==> src/sv/sliding_window_cross_correlator_top_assert.svh <==
// ----------------------------------------------------------------------------
// Assertion macros for the sliding window cross correlator
// Concurrent checks on the clk / rst_n domain, empty under synthesis.
// ----------------------------------------------------------------------------
`ifndef SLIDING_WINDOW_CROSS_CORRELATOR_TOP_ASSERT_SVH
`define SLIDING_WINDOW_CROSS_CORRELATOR_TOP_ASSERT_SVH

`ifndef SYNTHESIS

// check a property on every rising clk edge outside reset
`define SWCC_ASSERT(label, prop) \
    label: assert property (@(posedge clk) disable iff (!rst_n) prop) \
        else $error("swcc check failed");

// same, with a message of the caller's choosing
`define SWCC_ASSERT_MSG(label, prop, msg) \
    label: assert property (@(posedge clk) disable iff (!rst_n) prop) \
        else $error(msg);

`else

`define SWCC_ASSERT(label, prop)
`define SWCC_ASSERT_MSG(label, prop, msg)

`endif

`endif

==> src/sv/swcc_pkg.sv <==
// ----------------------------------------------------------------------------
// swcc_pkg
// Sizes, codes and types shared by the cross correlator modules.
// ----------------------------------------------------------------------------
package swcc_pkg;

    localparam int WINDOW         = 16;
    localparam int SAMPLE_BITS    = 16;
    localparam int FIELD_BITS     = 16;   // width of a sample on the port
    localparam int LAGS           = 2 * WINDOW - 1;
    localparam int SLOT_BITS      = $clog2(LAGS);
    localparam int SUM_BITS       = 36;
    localparam int IN_TDATA_BITS  = ((2 * FIELD_BITS + 7) / 8) * 8;
    localparam int OUT_TDATA_BITS = ((SUM_BITS + 7) / 8) * 8;

    localparam logic ACT_PUSH = 1'b0;
    localparam logic ACT_READ = 1'b1;

    typedef logic signed [SAMPLE_BITS-1:0] sample_t;
    typedef logic signed [SUM_BITS-1:0]    sum_t;

    typedef enum logic [1:0]
    {
        ST_IDLE,
        ST_MUL,
        ST_ACC,
        ST_READ
    } swcc_state_t;

endpackage

==> src/sv/swcc_tap.sv <==
// ----------------------------------------------------------------------------
// swcc_tap
// One stage of the sample delay line: holds an a/b pair, passes it on a push.
// ----------------------------------------------------------------------------
module swcc_tap
    import swcc_pkg::*;
(
    input  logic    clk,
    input  logic    rst_n,
    input  logic    shift,
    input  sample_t a_in,
    input  sample_t b_in,
    output sample_t a_out,
    output sample_t b_out
);

    sample_t a_reg;
    sample_t b_reg;

    always_ff @(posedge clk or negedge rst_n)
    begin
        if (!rst_n)
        begin
            a_reg <= '0;
            b_reg <= '0;
        end
        else if (shift)
        begin
            a_reg <= a_in;
            b_reg <= b_in;
        end
    end

    assign a_out = a_reg;
    assign b_out = b_reg;

endmodule

==> config.mk <==
export PLATFORM = sky130hd
export DESIGN_NAME = swcc_tap
export DESIGN_NICKNAME = d
export VERILOG_FILES = /design/src/sv/sliding_window_cross_correlator_top_assert.svh /design/src/sv/swcc_pkg.sv /design/src/sv/swcc_tap.sv
export SDC_FILE = /design/constraint.sdc
export NUM_CORES = 1
export LEC_CHECK = 0
export ABC_CLOCK_PERIOD_IN_PS = 1100
export BUFFER_PORTS_ARGS = -buffer_cell sky130_fd_sc_hd__buf_2
export CAP_MARGIN = 15
export CORE_MARGIN = 2
export CORE_UTILIZATION = 48
export CTS_CLUSTER_DIAMETER = 200
export DETAILED_ROUTE_END_ITERATION = 16
export PLACE_DENSITY_LB_ADDON = 0.1
export REMOVE_ABC_BUFFERS = 1
export SETUP_SLACK_MARGIN = 0.1
export SLEW_MARGIN = 15
export SYNTH_ARGS = -nofsm -noshare
export SYNTH_HDL_FRONTEND = slang
export SYNTH_SLANG_ARGS = --single-unit
==> constraint.sdc <==
create_clock -name clk -period 1.1 [get_ports clk]
set_input_delay 0.11 -clock clk [delete_from_list [all_inputs] [get_ports clk]]
set_output_delay 0.11 -clock clk [all_outputs]
set_load 0.02 [all_outputs]
Word level (Yosys, flattened, before mapping)

Index checks and enable logic that the tools add are counted.

Input bits: 35
Output and inout bits: 32
Word-level logic and storage cells: 2
Register bits after elaboration: 32

Depth between registers and ports, before layout

Depth in word-level cells: 0
Depth in mapped cells: 3
Mapped depth without buffers: 1

Least setup slack after synthesis

Ideal clock, no wire load.

Kind: reg-to-reg
Start point: register a_out[0] (netlist name)
End point: register a_reg[0] (netlist: a_out[0])
Period minus slack after synthesis: 0.835 ns
Data required time: 0.975 ns
Setup slack: 0.265 ns
Arrival: 0.710 ns
Buffers on the path: 0
Library setup time: 0.125 ns
Stages on the path, launching flop included: 2
Cell sequence: dfrtp_1 > mux2_4

RTL lines:

| item                   | RTL line       | RTL |
|---|---|---|
| end signal: assignment | swcc_tap.sv:29 | `a_reg <= a_in;` |
| end: declaration       | swcc_tap.sv:17 | `sample_t a_reg;` |

Final worst setup path

Start point: register b_reg[0] (netlist: b_out[0])
End point: output port b_out[0]

RTL lines:

| item                     | RTL line       | RTL |
|---|---|---|
| start: declaration       | swcc_tap.sv:18 | `sample_t b_reg;` |
| start signal: assignment | swcc_tap.sv:30 | `b_reg <= b_in;` |
| end: declaration         | swcc_tap.sv:14 | `output sample_t b_out` |

No word-level cell between the ends.

==> reports/metrics.yaml <==
syn-cell-area_sq_um: 1350
synth_top_area_share_pct: 59.5
worstMarginPinSlew_ns: 0.197
grt.met3_usage_pct: 6.35
synth_flop_cell: "dfrtp_1"
antenna_found_initial: 0
hpwl_mm: 1.84
crit_path_end_kind: "output pin"
grt_max_degree: 20
num_vias: 990
min_period_ns: 0.994
synth_edf_count: 0
crit_arrival_ns: 0.88
path_class: "reg2out"
netlist_instances: 68
gp_congestion: 0.615
grt_remaining_overflow: 0
hold_viol: 0
busiest_layer: "met2"
cts_root_buffer: "clkbuf_4"
ys_warn_count: 0
path_delay_family: "flip-flops"
drive_gt1_share_pct: 73.4
drv_cap: 0
placementRows: 19
pin_count: 67
yosysMostFrequentCell: "dfrtp_1"
power_density_nw_per_um2: 1310
viasPerCell: 4.60
tns_ns: 0
clk_pin_slew_ns: 0.11
totalWireLength_mm: 3.13
start_util_pct: 49.6
drt-initial-drc-count: 10
ys_seq_elements: 32
critPathSlowestCell: "dfrtp_1"
cts_made_buffers: 5
leakagePower_uw: 0.00121
outcome: "finished clean"
routedWlPerCell_um: 14.6
synth.avg_cell_area_sq_um: 19.8
cp.required_ns: 0.99
die_h_um: 56.9
yosysSeqAreaShare_pct: 59.5
rsz0062_at_grt: "true"
synthArstFlopShare_pct: 100
numPortBuffers: 66
syn2layout_area_growth_pct: 71.3
grt_pass1_vias: 892
max_stage_delay_ns: 0.42
grt_pass1_wl_mm: 4.35
cts_tree: "done"
max_freq_mhz: 1010
cp_num_buf_inv: 1
slew_violations: 0
synth_top_area_cell: "dfrtp_1"
path_max_fanout: 2
peakVddDrop_v: 0.00111
skew_ns: 0
setup_slack_ns: 0.106
clockBufferDepth: 2
dieWidth_um: 56.9
crit_chain: "buf_6"
min_path_type: "in2reg"
final_nets: 218
coreArea_sq_um: 2710
htreeDepth: 2
track_usage_pct: 17.8
place_ws_ns: 0.198
setup_viol: 0
met1_usage_pct: 24.1
drt_pass1_iterations: 2
clk_latency_ns: 0.33
antennaDiodeCount: 0
synth_area_leaders: "dfrtp_1 60%, mux2_4 33%, buf_12 4.5%"
synth_cell_types: 5
dieArea_sq_um: 3240
clkSinkCount: 32
relSlewSlack_pct: 86.9
drc: 0
drtAntennaViolNets: 0
whs_ns: 0.00922
synth_common_cells: "32 x dfrtp_1, 30 x mux2_4, 3 x buf_12"
use_met2_pct: 26.1
startpoint_type: "flip-flop"
fin_crit_sh_pct: 90.4
==> cell families after synthesis <==
group and share of synthesized area (%):
flops 59.5, buf+inv 5.30, mux 35.2
==> cell type report <==
class	count	area (sq um)
Fill cell	139	405
Timing Repair Buffer	112	931
Sequential cell	32	801
Multi-Input combinational cell	32	473
Clock inverter	2	10.0
Tap cell	31	38.8
Clock buffer	6	51.3
==> per-stage QoR <==
stage | utilization, % | cell area, sq um | instances | total power (uW)
finish | 85.0 | 2300 | 215 | 3020
global route | 85.0 | 2300 | 215 | 3170
detailed placement | 62.6 | 1700 | 165 | 1990
CTS | 69.9 | 1900 | 184 | 2780
global placement | 62.6 | 1700 | 165 | 1980
floorplan | - | 1270 | 64 | 1710
==> what timing repair did <==
action | CTS | global route
setup buffers | 7 | 18
hold buffers | 4 | 13
cloned | 0 | 0
setup endpoints to repair | 12 | 32
gates resized for setup | 14 | 46
hold endpoints to repair | 35 | 13
==> worst paths after layout <==
kind                                   endpoint  cells after the start                 start  slack (ns)
max                                    b_out[0]                      1  b_out[0]$_DFFE_PN0P_        0.11
min                        b_out[0]$_DFFE_PN0P_                      2               b_in[0]       0.009
max reg2reg                a_out[9]$_DFFE_PN0P_                      2  a_out[9]$_DFFE_PN0P_        0.18
min reg2reg                b_out[2]$_DFFE_PN0P_                      1  b_out[2]$_DFFE_PN0P_        0.55
max in group asynchronous  b_out[7]$_DFFE_PN0P_                      3                 rst_n        0.52
min in group asynchronous  a_out[1]$_DFFE_PN0P_                      2                 rst_n        0.14
==> state kept, by name (all words and copies together) (netlist names) <==
name   count
b_out     16
a_out     16
==> cell usage in the layout, fill, tap and decap left out <==
master          n
clkbuf_4        5
buf_12          2
mux2_2          2
buf_6          30
clkinv_2        2
buf_4          27
dlygate4sd3_1  17
mux2_4         30
dfrtp_1        32
clkbuf_8        1
buf_2          36
==> where the power goes <==
group	switching, uW	leakage, uW	total [uW]	internal, uW
clock	407	0.0000380	711	304
combinational	344	0.000797	928	584
sequential	87.8	0.000374	1380	1290
total	839	0.00121	3020	2180
==> per-layer routing <==
layer | share of wire (%) | wire, um
met2 | 52 | 1640
met3 | 6.0 | 187
met1 | 41 | 1280
met4 | 0.86 | 27
met5 | 0 | 0
Power figures use the tool's default switching activity.
