`src/sv/sliding_window_cross_correlator_top_assert.svh`:
```
// ----------------------------------------------------------------------------
// Assertion macros for the sliding window cross correlator
// Concurrent checks on the clk / rst_n domain, empty under synthesis.
// ----------------------------------------------------------------------------
`ifndef SLIDING_WINDOW_CROSS_CORRELATOR_TOP_ASSERT_SVH
`define SLIDING_WINDOW_CROSS_CORRELATOR_TOP_ASSERT_SVH

`ifndef SYNTHESIS

// check a property on every rising clk edge outside reset
`define SWCC_ASSERT(label, prop) \
    label: assert property (@(posedge clk) disable iff (!rst_n) prop) \
        else $error("swcc check failed");

// same, with a message of the caller's choosing
`define SWCC_ASSERT_MSG(label, prop, msg) \
    label: assert property (@(posedge clk) disable iff (!rst_n) prop) \
        else $error(msg);

`else

`define SWCC_ASSERT(label, prop)
`define SWCC_ASSERT_MSG(label, prop, msg)

`endif

`endif

```
`src/sv/swcc_pkg.sv`:
```
// ----------------------------------------------------------------------------
// swcc_pkg
// Sizes, codes and types shared by the cross correlator modules.
// ----------------------------------------------------------------------------
package swcc_pkg;

    localparam int WINDOW         = 16;
    localparam int SAMPLE_BITS    = 16;
    localparam int FIELD_BITS     = 16;   // width of a sample on the port
    localparam int LAGS           = 2 * WINDOW - 1;
    localparam int SLOT_BITS      = $clog2(LAGS);
    localparam int SUM_BITS       = 36;
    localparam int IN_TDATA_BITS  = ((2 * FIELD_BITS + 7) / 8) * 8;
    localparam int OUT_TDATA_BITS = ((SUM_BITS + 7) / 8) * 8;

    localparam logic ACT_PUSH = 1'b0;
    localparam logic ACT_READ = 1'b1;

    typedef logic signed [SAMPLE_BITS-1:0] sample_t;
    typedef logic signed [SUM_BITS-1:0]    sum_t;

    typedef enum logic [1:0]
    {
        ST_IDLE,
        ST_MUL,
        ST_ACC,
        ST_READ
    } swcc_state_t;

endpackage

```
`src/sv/swcc_lag_cell.sv`:
```
// ----------------------------------------------------------------------------
// swcc_lag_cell
// Running windowed sum for one lag: adds the entering product, drops the
// product that leaves the window.
// ----------------------------------------------------------------------------
module swcc_lag_cell
    import swcc_pkg::*;
(
    input  logic    clk,
    input  logic    rst_n,
    input  logic    acc_en,
    input  sample_t enter_a,
    input  sample_t enter_b,
    input  sample_t leave_a,
    input  sample_t leave_b,
    output sum_t    sum
);

    logic signed [2*SAMPLE_BITS-1:0] enter_p_reg;
    logic signed [2*SAMPLE_BITS-1:0] leave_p_reg;
    sum_t sum_reg;
    sum_t sum_next;

    // products registered every cycle; only used in the accumulate step
    always_ff @(posedge clk)
    begin
        enter_p_reg <= (2*SAMPLE_BITS)'(enter_a) * (2*SAMPLE_BITS)'(enter_b);
        leave_p_reg <= (2*SAMPLE_BITS)'(leave_a) * (2*SAMPLE_BITS)'(leave_b);
    end

    assign sum_next = sum_reg + SUM_BITS'(enter_p_reg) - SUM_BITS'(leave_p_reg);

    always_ff @(posedge clk or negedge rst_n)
    begin
        if (!rst_n)
        begin
            sum_reg <= '0;
        end
        else if (acc_en)
        begin
            sum_reg <= sum_next;
        end
    end

    assign sum = sum_reg;

endmodule

```
`config.mk`:
```
export PLATFORM = sky130hd
export DESIGN_NAME = swcc_lag_cell
export DESIGN_NICKNAME = d
export VERILOG_FILES = /design/src/sv/sliding_window_cross_correlator_top_assert.svh /design/src/sv/swcc_pkg.sv /design/src/sv/swcc_lag_cell.sv
export SDC_FILE = /design/constraint.sdc
export NUM_CORES = 2
export LEC_CHECK = 0
export ABC_AREA = 1
export BUFFER_PORTS_ARGS = -buffer_cell sky130_fd_sc_hd__buf_2
export CORE_AREA = 2 2 209 211
export DETAILED_ROUTE_END_ITERATION = 10
export DIE_AREA = 0 0 211 213
export HOLD_SLACK_MARGIN = 0.08
export PLACE_DENSITY = 0.82
export SLEW_MARGIN = 40
export SYNTH_ARGS = -nofsm -noshare
export SYNTH_HDL_FRONTEND = slang
export SYNTH_SLANG_ARGS = --single-unit
```
`constraint.sdc`:
```
create_clock -name clk -period 2.63 [get_ports clk]
set_input_delay 0.6575 -clock clk [delete_from_list [all_inputs] [get_ports clk]]
set_output_delay 0.6575 -clock clk [all_outputs]
set_load 0.05 [all_outputs]
```
==> metrics.cfg, run 1 <==
[placement]
dp_hpwl_mm = 63.20
place_ws_ns = -3.174
place.gp.congestion = 0.9773
port_buffers = 102

[grt]
grt_overflow = 6
grt_max_degree = 32
track_usage = 0.6763

[logic_synthesis]
synth_nets = 4436
synth_area_um2 = 27350
ys_types = 40
synth_async_sr_flop_share = 0.3600
ys_top_cells_by_area = fa_1, inv_1, nand2_1
synth_edf_count = 0
synth_area_leader_cell = fa_1
ys.flop_type = dfxtp_1
synthTopCellsByCount = inv_1, nand2_1, fa_1, ha_1, nor2_1
ys_warn_count = 0
synth_seq_area_share = 0.07979
yosysTopAreaCellShare = 0.4092
synth_cells = 3610
post-synth-top-count-cell = inv_1
ys_seq_elements = 100
synth.avg_cell_area_um2 = 7.575

[status]
error = [ERROR GRT-0232] Routing congestion too high. Check the congestion heatmap in the GUI.
status = stopped before the end
stop_stage = global routing

[floorplanning]
initial_core_util = 0.6405
dieHeight_um = 213
rows = 76
ios = 103
die_x_um = 211

[clock_tree]
cts_made_buffers = 9
clock_path_buffers = 2
clockRootBuffer = clkbuf_16
ctsHoldBuffers = 0
clock-sinks = 100
htree_levels = 3

[timing]
crit_endpoint = leave_p_reg[31]$_DFF_P_/D
worst-ep-kind = register data pin

-- routing by layer --
metal / global-route usage / overflow
met5: 0.1724 / 0
met4: 0.6406 / 2
met3: 0.5193 / 0
met2: 0.8685 / 4
met1: 0.6736 / 0
-- timing repair --
item                       CTS
resized for setup          571
setup endpoints to repair   60
setup buffers               65
pin swaps                  265
cloned                       3
-- logic make-up after synthesis --
group           after synthesis  share of synthesized area
xor+xnor                     69                    0.02210
buf+inv                    1223                     0.1679
flops                       100                    0.07979
simple gates               1244                     0.1848
compound gates              215                    0.04475
fa+ha+maj                   759                     0.5007
-- metrics by stage --
| step | instances | cell area (µm²) | setup TNS, ns |
|---|---|---|---|
| after floorplan | 3610 | 29480 | -123.03 |
| after global placement | 4503 | 32320 | -146.32 |
| after detailed placement | 4503 | 32320 | -150.75 |
| after CTS | 4583 | 35280 | -122.71 |
==> inputs of run 2 (changes only) <==
CORE_AREA = 2 2 265 267   (was 2 2 209 211)
DIE_AREA = 0 0 267 269   (was 0 0 211 213)
HOLD_SLACK_MARGIN = unset   (was 0.08)
PLACE_DENSITY = unset   (was 0.82)
PLACE_DENSITY_LB_ADDON = 0.15   (was unset)
==> run 2 against run 1 <==
  * The flow now finishes, with violations (setup timing)
  * Area after synthesis is the same
  * Synthesized cell count is the same
==> metrics.cfg, run 2 <==
[critical_path]
end_kind = flop
ff2ff_setup_slack_ns = 0.03
cp_max_fo = 6
cp-start-kind = input port
crit_type = input port to flop
worstPathArrival_ns = 5.66
critPathRequiredTime_ns = 2.89

[floorplanning]
rows = 97
initial_core_util = 0.3946
die-area_um2 = 71820
ios = 103
core_um2 = 69300
die_x_um = 267
dieHeight_um = 269

[logic_synthesis]
synth_nets = 4436
synth_area_um2 = 27350
ys_types = 40
synth_edf_count = 0
synth_area_leader_cell = fa_1
post-synth-top-count-cell = inv_1
synthTopCellsByCount = inv_1, nand2_1, fa_1, ha_1, nor2_1
yosysTopAreaCellShare = 0.4092
ys_warn_count = 0
ys_top_cells_by_area = fa_1, inv_1, nand2_1
ys_seq_elements = 100
synth_seq_area_share = 0.07979
ys.flop_type = dfxtp_1
synth.avg_cell_area_um2 = 7.575
synth_async_sr_flop_share = 0.3600
synth_cells = 3610

[layout]
largest_register_ffs = 36
stdcell_area_um2 = 38330
nets = 4962
drive_gt1_frac = 0.3492
diodes = 0
final_cell_mix = inv_1, nand2_1, fa_1
area_growth_pct = 40.17
layout_commonest_cell = inv_1
layoutNonFillerInstCount = 5081

[clock_tree]
cts_made_buffers = 9
htree_levels = 3
tritoncts = yes
clk_pin_slew_ns = 0.09
clock-sinks = 100
insertion_delay_ns = 0.38
clock_path_buffers = 2
clockRootBuffer = clkbuf_16

[placement]
place.gp.congestion = 0.9119
place_ws_ns = -3.284
dp.cells = 4955
dp_hpwl_mm = 64.99
port_buffers = 102
place_area_um2 = 33250

[timing]
worst_slew_pin_slew_ns = 0.6242
final_max_slew_viol_count = 0
hold_violations = 0
tns_ns = -124.34
finalClockSkew_ns = 0.02180
rsz0062_at_grt = true
period_share = 2.053
slew_headroom = 0.5834
period_needed_ns = 5.400
setup-violations-final = 56
fmax_mhz = 185.2
fin_ws_ns = -2.770

[detailed_routing]
antenna_left = 0
post_drt_wl_per_cell_um = 15.09
dr.pass1.iters = 5
dr.first_iter.drc_count = 1035
drc = 0
drt_wl_total_mm = 76.68
viasPerCell = 4.546
vias = 23100

[job]
maxCapViolCount = 0

[grt]
first_global_vias = 24920
grt_pass1_wl_mm = 126.8
track_usage = 0.2220
grt_overflow = 0
grt_max_degree = 42
grt_antenna_before_repair = 0

[status]
status = finished, violations left
violations = setup timing

[min_path]
hold_path.class = input port to asynchronous set/reset pin

==> run 2: cell families after synthesis <==
logic type,Yosys count,synth area share
and+or+nand+nor,1244,0.1848
xor gates and xnor gates,69,0.02210
AOI/OAI and AO/OA,215,0.04475
DFF,100,0.07979
adders and majority gates,759,0.5007
buffers and inverters,1223,0.1679
==> run 2: worst paths after layout <==
kind                              from         endpoint  depth (start not counted)
setup reg to reg                sum[5]          sum[16]                         14
hold reg to reg                 sum[0]           sum[0]                          2
hold / removal                   rst_n           sum[5]                          2
max in group asynchronous        rst_n          sum[10]                          2
setup / recovery           leave_a[15]  leave_p_reg[29]                         23
min in group clk                sum[0]           sum[0]                          2
==> run 2: cell type report <==
class	instances	area (µm²)
Clock inverter	7	88.84
Inverter	1099	4150
Timing Repair Buffer	639	5911
Sequential cell	100	2196
Clock buffer	9	225.2
Multi-Input combinational cell	2287	24590
Fill cell	6419	30970
Tap cell	940	1176
==> run 2: routing by layer <==
layer / global-route usage / routed length, µm
met5: 0 / 0
met4: 0.03538 / 1061
met3: 0.01808 / 2243
met2: 0.3870 / 37840
met1: 0.3071 / 35540
==> run 2: what timing repair did <==
action,CTS,global route
pin swaps,317,261
hold endpoints to repair,0,0
setup endpoints to repair,67,84
gates resized for setup,649,386
hold buffers,0,0
setup buffers,77,41
gates cloned,4,0
==> run 2: stage by stage <==
| stage | hold WS (ns) | util |
|---|---|---|
| 2_1_floorplan | 0.3619 | - |
| 3_3_place_gp | 0.4867 | 0.4797 |
| 3_5_place_dp | 0.4899 | 0.4797 |
| 4_1_cts | 0.3578 | 0.5278 |
| 5_1_grt | 0.3902 | 0.5531 |
| 6_report | 0.3444 | 0.5531 |
==> run 2: critical path, stage by stage <==
cell	delay, ns
buf_12	0.11
buf_12	0.14
nand2_4	0.06
inv_2	0.03
fa_2	0.61
buf_12	0.11
fa_2	0.48
buf_12	0.16
fa_2	0.52
inv_2	0.04
fa_1	0.48
inv_2	0.04
fa_1	0.54
fa_1	0.46
ha_4	0.31
nand2_4	0.06
buf_6	0.12
nor2_4	0.15
nand2_4	0.08
nor4_4	0.15
nand2_2	0.14
nand4_1	0.10
nand2_1	0.09
Power of run 2 is left out: the tool's default activity adds up to more than one toggle a clock period on the data nets, which glitch-free logic cannot reach.
